[src/hw/rtl/ccud_pkg.sv]
// ----------------------------------------------------------------------------
// ccud_pkg
// shared types and constants of the closed caption user data parser
// ----------------------------------------------------------------------------
package ccud_pkg;

  localparam logic [23:0] TAG_HEAD   = 24'h474139;
  localparam logic [7:0]  TAG_LAST   = 8'h34;
  localparam logic [4:0]  COUNT_MASK = 5'h1f;

  localparam logic KIND_PAIR    = 1'b0;
  localparam logic KIND_SUMMARY = 1'b1;

  localparam int RES_DEPTH = 4;
  localparam int RES_PTR_W = $clog2(RES_DEPTH);
  localparam int RES_CNT_W = $clog2(RES_DEPTH + 1);

  typedef struct packed {
    logic        item_kind;
    logic [1:0]  caption_type;
    logic [15:0] caption_word;
    logic [7:0]  valid_total;
    logic        last_result;
  } result_t;

  typedef struct packed {
    logic [1:0] count;
    result_t    first;
    result_t    second;
  } push_t;

endpackage

[src/hw/rtl/ccud_parser.sv]
// ----------------------------------------------------------------------------
// ccud_parser
// per-byte tag hunt and cc_data triplet parse, up to two results per beat
// ----------------------------------------------------------------------------
module ccud_parser import ccud_pkg::*; (
  input  logic       clk,
  input  logic       rst,
  input  logic       accept,
  input  logic [7:0] data_byte,
  input  logic       end_of_payload,
  output push_t      push
);

  localparam logic [2:0] PH_HUNT      = 3'd0;
  localparam logic [2:0] PH_SKIP_TYPE = 3'd1;
  localparam logic [2:0] PH_FLAGS     = 3'd2;
  localparam logic [2:0] PH_SKIP_EM   = 3'd3;
  localparam logic [2:0] PH_TRIPLETS  = 3'd4;

  logic [23:0] tag_window, tag_window_next;
  logic [2:0]  parse_phase, parse_phase_next;
  logic [4:0]  triplets_left, triplets_left_next;
  logic [1:0]  triplet_position, triplet_position_next;
  logic [2:0]  held_valid_and_type, held_valid_and_type_next;
  logic [7:0]  held_low_byte, held_low_byte_next;
  logic [7:0]  pair_total, pair_total_next;
  logic        pair_emit;
  result_t     pair_res, sum_res;

  always_comb begin
    tag_window_next          = tag_window;
    parse_phase_next         = parse_phase;
    triplets_left_next       = triplets_left;
    triplet_position_next    = triplet_position;
    held_valid_and_type_next = held_valid_and_type;
    held_low_byte_next       = held_low_byte;
    pair_total_next          = pair_total;
    pair_emit                = 1'b0;
    case (parse_phase)
      PH_SKIP_TYPE: begin
        parse_phase_next = PH_FLAGS;
      end
      PH_FLAGS: begin
        if (data_byte[6]) begin
          triplets_left_next = data_byte[4:0] & COUNT_MASK;
          parse_phase_next   = PH_SKIP_EM;
        end else begin
          // window cleared, then this byte starts a new hunt
          parse_phase_next = PH_HUNT;
          tag_window_next  = {16'h0000, data_byte};
        end
      end
      PH_SKIP_EM: begin
        triplet_position_next = 2'd0;
        parse_phase_next      = (triplets_left != 5'd0) ? PH_TRIPLETS : PH_HUNT;
        tag_window_next       = 24'h000000;
      end
      PH_TRIPLETS: begin
        if (triplet_position == 2'd0) begin
          held_valid_and_type_next = data_byte[2:0];
          triplet_position_next    = 2'd1;
        end else if (triplet_position == 2'd1) begin
          held_low_byte_next    = data_byte;
          triplet_position_next = 2'd2;
        end else begin
          if (held_valid_and_type[2]) begin
            pair_emit = 1'b1;
            if (pair_total != 8'hff) begin
              pair_total_next = pair_total + 8'd1;
            end
          end
          triplet_position_next = 2'd0;
          triplets_left_next    = triplets_left - 5'd1;
          if (triplets_left == 5'd1) begin
            parse_phase_next = PH_HUNT;
            tag_window_next  = 24'h000000;
          end
        end
      end
      default: begin
        parse_phase_next = PH_HUNT;
        if (tag_window == TAG_HEAD && data_byte == TAG_LAST) begin
          tag_window_next  = 24'h000000;
          parse_phase_next = PH_SKIP_TYPE;
        end else begin
          tag_window_next = {tag_window[15:0], data_byte};
        end
      end
    endcase

    pair_res.item_kind    = KIND_PAIR;
    pair_res.caption_type = held_valid_and_type[1:0];
    pair_res.caption_word = {data_byte, held_low_byte};
    pair_res.valid_total  = pair_total_next;
    pair_res.last_result  = ~end_of_payload;

    sum_res.item_kind    = KIND_SUMMARY;
    sum_res.caption_type = 2'd0;
    sum_res.caption_word = 16'h0000;
    sum_res.valid_total  = pair_total_next;
    sum_res.last_result  = 1'b1;

    push.first  = pair_emit ? pair_res : sum_res;
    push.second = sum_res;
    push.count  = 2'd0;
    if (accept) begin
      push.count = {1'b0, pair_emit} + {1'b0, end_of_payload};
    end
  end

  always_ff @(posedge clk) begin
    if (rst || (accept && end_of_payload)) begin
      tag_window          <= 24'h000000;
      parse_phase         <= PH_HUNT;
      triplets_left       <= 5'd0;
      triplet_position    <= 2'd0;
      held_valid_and_type <= 3'd0;
      held_low_byte       <= 8'h00;
      pair_total          <= 8'h00;
    end else if (accept) begin
      tag_window          <= tag_window_next;
      parse_phase         <= parse_phase_next;
      triplets_left       <= triplets_left_next;
      triplet_position    <= triplet_position_next;
      held_valid_and_type <= held_valid_and_type_next;
      held_low_byte       <= held_low_byte_next;
      pair_total          <= pair_total_next;
    end
  end

endmodule

[src/hw/rtl/ccud_result_fifo.sv]
// ----------------------------------------------------------------------------
// ccud_result_fifo
// small result queue, takes up to two results per cycle, gives one
// ----------------------------------------------------------------------------
module ccud_result_fifo import ccud_pkg::*; (
  input  logic    clk,
  input  logic    rst,
  input  push_t   push,
  output logic    room,
  output logic    out_valid,
  input  logic    out_ready,
  output result_t head
);

  result_t              mem [RES_DEPTH];
  logic [RES_PTR_W-1:0] wr_ptr, rd_ptr;
  logic [RES_CNT_W-1:0] count;
  logic                 pop;

  assign out_valid = (count != '0);
  assign pop       = out_valid && out_ready;
  assign room      = (count <= RES_CNT_W'(RES_DEPTH - 2));
  assign head      = mem[rd_ptr];

  always_ff @(posedge clk) begin
    if (push.count != 2'd0) begin
      mem[wr_ptr] <= push.first;
    end
    if (push.count == 2'd2) begin
      mem[wr_ptr + RES_PTR_W'(1)] <= push.second;
    end
  end

  always_ff @(posedge clk) begin
    if (rst) begin
      wr_ptr <= '0;
      rd_ptr <= '0;
      count  <= '0;
    end else begin
      wr_ptr <= wr_ptr + RES_PTR_W'(push.count);
      if (pop) begin
        rd_ptr <= rd_ptr + RES_PTR_W'(1);
      end
      count <= count + RES_CNT_W'(push.count) - RES_CNT_W'(pop);
    end
  end

endmodule

[src/hw/rtl/closed_caption_user_data_parser_unit.sv]
// ----------------------------------------------------------------------------
// closed_caption_user_data_parser_unit
// GA94 cc_data parser for video user data, one byte per beat
// ----------------------------------------------------------------------------
// input channel: in_valid / in_ready carry data_byte and end_of_payload, one
// payload byte per beat, end_of_payload set on the final byte
// output channel: out_valid / out_ready carry one result per beat, either a
// caption pair (item_kind 0) or the end-of-payload summary (item_kind 1)
// latency: a byte's results join the queue in the cycle after it is taken
// throughput: one byte per cycle while in_ready is high; state steps per byte
// a byte can cause up to two results; they go into a four-entry queue that
// drains one per cycle while out_ready is high; in_ready drops only while
// under two slots are free, so a stalled receiver holds the input as it fills
// reset: synchronous, clears the parse state and empties the result queue;
// in_ready is high in the first cycle after reset
// ----------------------------------------------------------------------------
module closed_caption_user_data_parser_unit import ccud_pkg::*; (
  input  logic        clk,
  input  logic        rst,
  input  logic        in_valid,
  output logic        in_ready,
  input  logic [7:0]  data_byte,
  input  logic        end_of_payload,
  output logic        out_valid,
  input  logic        out_ready,
  output logic        item_kind,
  output logic [1:0]  caption_type,
  output logic [15:0] caption_word,
  output logic [7:0]  valid_total,
  output logic        last_result
);

  push_t   push;
  result_t head;
  logic    room;

  assign in_ready = room;

  ccud_parser u_parser (
    .clk            (clk),
    .rst            (rst),
    .accept         (in_valid && room),
    .data_byte      (data_byte),
    .end_of_payload (end_of_payload),
    .push           (push)
  );

  ccud_result_fifo u_fifo (
    .clk       (clk),
    .rst       (rst),
    .push      (push),
    .room      (room),
    .out_valid (out_valid),
    .out_ready (out_ready),
    .head      (head)
  );

  assign item_kind    = head.item_kind;
  assign caption_type = head.caption_type;
  assign caption_word = head.caption_word;
  assign valid_total  = head.valid_total;
  assign last_result  = head.last_result;

endmodule
[config.mk]
export PLATFORM = sky130hd
export DESIGN_NAME = closed_caption_user_data_parser_unit
export DESIGN_NICKNAME = d
export VERILOG_FILES = /design/src/hw/rtl/ccud_pkg.sv /design/src/hw/rtl/ccud_parser.sv /design/src/hw/rtl/ccud_result_fifo.sv /design/src/hw/rtl/closed_caption_user_data_parser_unit.sv
export SDC_FILE = /design/constraint.sdc
export NUM_CORES = 1
export LEC_CHECK = 0
export BUFFER_PORTS_ARGS = -buffer_cell sky130_fd_sc_hd__buf_2
export CORE_ASPECT_RATIO = 1.4
export CORE_UTILIZATION = 45
export DETAILED_ROUTE_END_ITERATION = 7
export PLACE_DENSITY = 0.64
export SLEW_MARGIN = 20
export SYNTH_ARGS = -nofsm -noshare
export SYNTH_HDL_FRONTEND = slang
export SYNTH_SLANG_ARGS = --single-unit
[constraint.sdc]
create_clock -name clk -period 4.8 [get_ports clk]
set_input_delay 0.72 -clock clk [delete_from_list [all_inputs] [get_ports clk]]
set_output_delay 0.72 -clock clk [all_outputs]
set_load 0.02 [all_outputs]
==> flow_metrics.py <==
metrics = {
    "hold_path": {
        "min_path_cells": 2,
        "hold_path_class": "reg -> reg",
        "hold_end": "u_parser.tag_window[17]$_SDFFE_PP0P_",
        "min_from": "u_parser.tag_window[17]$_SDFFE_PP0P_",
    },
    "clocking": {
        "clock_latency_ps": 430,
        "cts_hold_buf": 0,
        "cts_htree_levels": 4,
        "cts.sinks": 174,
        "cts_tree": "yes",
        "post_cts_buffers": 0,
        "clkTransAtPathRegs_ps": 60,
        "cts_resized": 0,
        "numCtsBuffers": 17,
        "clock_path_buffers": 2,
        "root_buffer": "clkbuf_16",
    },
    "layout": {
        "drive_above_1_share": 0.1621,
        "area_growth_pct": 11.22,
        "final_cell_mix": "140 x dfxtp_1, 81 x nand2_1, 68 x a21oi_1",
        "layout_commonest_cell": "dfxtp_1",
        "fillCellCount": 1438,
        "fin_cells": 958,
        "fin_util": 0.5149,
        "n_antenna_cell": 0,
        "fin_nets": 767,
    },
    "logic_synthesis": {
        "async_reset_ff_frac": 0,
        "synth_fa_ha_area_frac": 0.01425,
        "syn_nets": 753,
        "synth-compound-area-share": 0.1347,
        "avgSynthCellArea_um2": 10.32,
        "synth_xor_xnor_area_share": 0.01276,
        "yosys_warnings": 0,
        "ys_types": 65,
        "synth_edf_count": 32,
        "synth_seq_area_share": 0.5037,
        "synthFlopType": "dfxtp_1",
        "ys_ff_latch": 174,
        "synth_area_um2": 7551,
        "synth-simple-area-share": 0.1889,
        "synthMuxAreaShare": 0.1047,
        "syn_inst": 732,
        "synth_top_family_by_area": "simple AND/OR/NAND/NOR gates",
    },
    "timing": {
        "fin_crit_sh": 0.8176,
        "final-setup-viol-count": 0,
        "drv_slew": 0,
        "relSlewSlack": 0.4075,
        "fmax_ghz": 0.2548,
        "holdWs_ps": 454.7,
        "finalWorstSetupSlack_ps": 875.3,
        "rsz0062_at_grt": "no",
        "worst_pin_slew_ps": 888.7,
        "skew_ps": 10.71,
        "period_minus_slack_ps": 3925,
        "hold_viol": 0,
        "fin_tns_setup_ps": 0,
    },
    "grt": {
        "antenna_found_initial": 0,
        "grt_pass1_vias": 5583,
        "grt_start_max_net_pins": 45,
        "grt_pass1_wl_mm": 29.54,
        "grt-ovfl-total": 0,
        "grt.total_usage": 0.2203,
    },
    "setup_path": {
        "worstSetupPathType": "reg -> reg",
        "path_max_fanout": 44,
        "cp.arrival_ps": 4240,
        "cp-end-kind": "flop",
        "reg2reg_from": "u_parser.parse_phase[2]$_SDFFE_PP0P_",
        "reg2reg_depth": 9,
        "cp.required_ps": 5110,
        "ff2ff_setup_slack_ps": 880,
        "start_kind": "flop",
        "r2r_end": "u_fifo.mem[0][0]$_SDFFE_PP1P_",
    },
    "routing": {
        "viasPerCell": 6.017,
        "drc_errors": 5,
        "num_vias": 5764,
        "drtPass1Iterations": 7,
        "drt-initial-drc-count": 477,
        "drtAntennaViolNets": 0,
        "wirelength_mm": 18.17,
        "wl_per_cell_um": 18.97,
    },
    "place": {
        "dp_slack_ps": 927.3,
        "hpwl_mm": 11.96,
        "dp.cells": 926,
        "gp_congestion": 0.8572,
        "io_buffers": 42,
    },
    "floorplan": {
        "core_um2": 16310,
        "ios": 43,
        "die-area_um2": 17310,
        "die_w_um": 111.5,
        "dieHeight_um": 155.3,
        "rows": 55,
        "start_util": 0.4630,
    },
    "job": {
        "drv_cap": 0,
    },
    "pwr": {
        "ir_drop_uv": 227.4,
        "p_leak_nw": 2.997,
        "p_per_area_nw_per_um2": 427.2,
    },
    "status": {
        "failed_checks": "DRC",
        "status": "finished with violations",
    },
}
==> cell families after synthesis <==
family / Yosys count
muxes: 44
AOI/OAI and AO/OA: 150
buffers and inverters: 68
and+or+nand+nor: 277
DFF: 174
adders and majority gates: 8
xor gates and xnor gates: 11
==> through the flow <==
stage	power (mW)	area, um2
final	3.588	8398
after global routing	3.731	8398
after CTS	3.616	8392
after detailed placement	2.255	7812
after global placement	2.235	7812
after floorplan	2.104	7551
==> per-layer routing <==
layer,share of wire,routed length (um),track usage
met1,0.41,7446,0.2644
met2,0.51,9343,0.3789
met3,0.052,938,0.04402
met4,0.025,446,0.1049
met5,0,0,0
==> sequential cells by signal, summed over array words and instances (netlist names), named ones only <==
| signal | count |
|---|---|
| u_parser.pair_total | 8 |
| u_parser.triplets_left | 5 |
| u_parser.parse_phase | 3 |
| u_parser.held_low_byte | 8 |
| u_fifo.count | 3 |
| u_fifo.rd_ptr | 2 |
| u_parser.triplet_position | 2 |
| u_fifo.mem | 112 |
| u_parser.tag_window | 24 |
| u_fifo.wr_ptr | 2 |
| u_parser.held_valid_and_type | 3 |
==> Yosys cell counts, types with 3 or more instances <==
library cell  count  area, um2
dfxtp_1         142       2843
nand2_1          81      304.0
a21oi_1          68      340.3
nor2_1           66      247.7
nand3_1          55      275.3
clkbuf_1         38      142.6
a22o_1           37      324.1
edfxtp_1         32      960.9
mux4_2           28      630.6
mux2i_1          16      160.2
inv_1            12      45.04
nor3_1           10      50.05
o21ai_0          10      50.05
a32o_1            9      90.09
buf_2             9      45.04
nand4b_1          8      70.07
ha_1              7      87.58
xor2_1            7      61.31
nand4_1           6      37.54
buf_4             5      37.54
nand2b_1          5      31.28
nor2b_1           5      31.28
nand3b_1          4      30.03
nor4bb_1          4      40.04
or3_1             4      25.02
xnor2_1           4      35.03
a21o_1            3      22.52
a31oi_1           3      18.77
buf_6             3      33.78
nor2_4            3      33.78
nor4b_1           3      26.28
o22a_1            3      26.28
==> worst max-delay path by stage <==
stage,startpoint,to,depth (start not counted)
floorplan,u_parser.parse_phase[0]$_SDFFE_PP0P_,u_fifo.mem[0][0]$_SDFFE_PP1P_,11
global placement,u_parser.parse_phase[2]$_SDFFE_PP0P_,u_fifo.mem[0][0]$_SDFFE_PP1P_,9
detailed placement,u_parser.parse_phase[2]$_SDFFE_PP0P_,u_fifo.mem[0][0]$_SDFFE_PP1P_,9
CTS,u_parser.parse_phase[0]$_SDFFE_PP0P_,u_fifo.mem[1][3]$_DFFE_PP_,9
global route,u_parser.parse_phase[0]$_SDFFE_PP0P_,u_fifo.mem[1][3]$_DFFE_PP_,9
finish,u_parser.parse_phase[2]$_SDFFE_PP0P_,u_fifo.mem[0][0]$_SDFFE_PP1P_,9
==> where the power goes <==
group          switching, mW  total, mW  internal, mW
Combinational          0.328      0.553         0.224
Clock                  0.551       1.37         0.815
Sequential             0.110       1.67          1.56
Total                  0.989       3.59          2.60
==> area by class of cell <==
| type | count | area [um2] | share of cell area |
|---|---|---|---|
| timing repair buffer | 50 | 270.3 | 0.03218 |
| clock buffer | 21 | 440.4 | 0.05244 |
| sequential | 174 | 3809 | 0.4535 |
| tap | 199 | 249.0 | 0.02965 |
| inverter | 13 | 50.05 | 0.005959 |
| clock inverter | 11 | 138.9 | 0.01654 |
| multi-input combinational | 490 | 3441 | 0.4097 |
==> critical path, cell delays in order, from the launching register on <==
cell	delay [ps]
dfxtp_1	480
nor3b_4	510
nand3_4	190
clkinv_2	500
ha_1	420
o211ai_1	410
nor3_2	80
nor2_1	560
inv_1	380
o32a_1	260
Note: power is estimated with default switching activity, not from simulation.
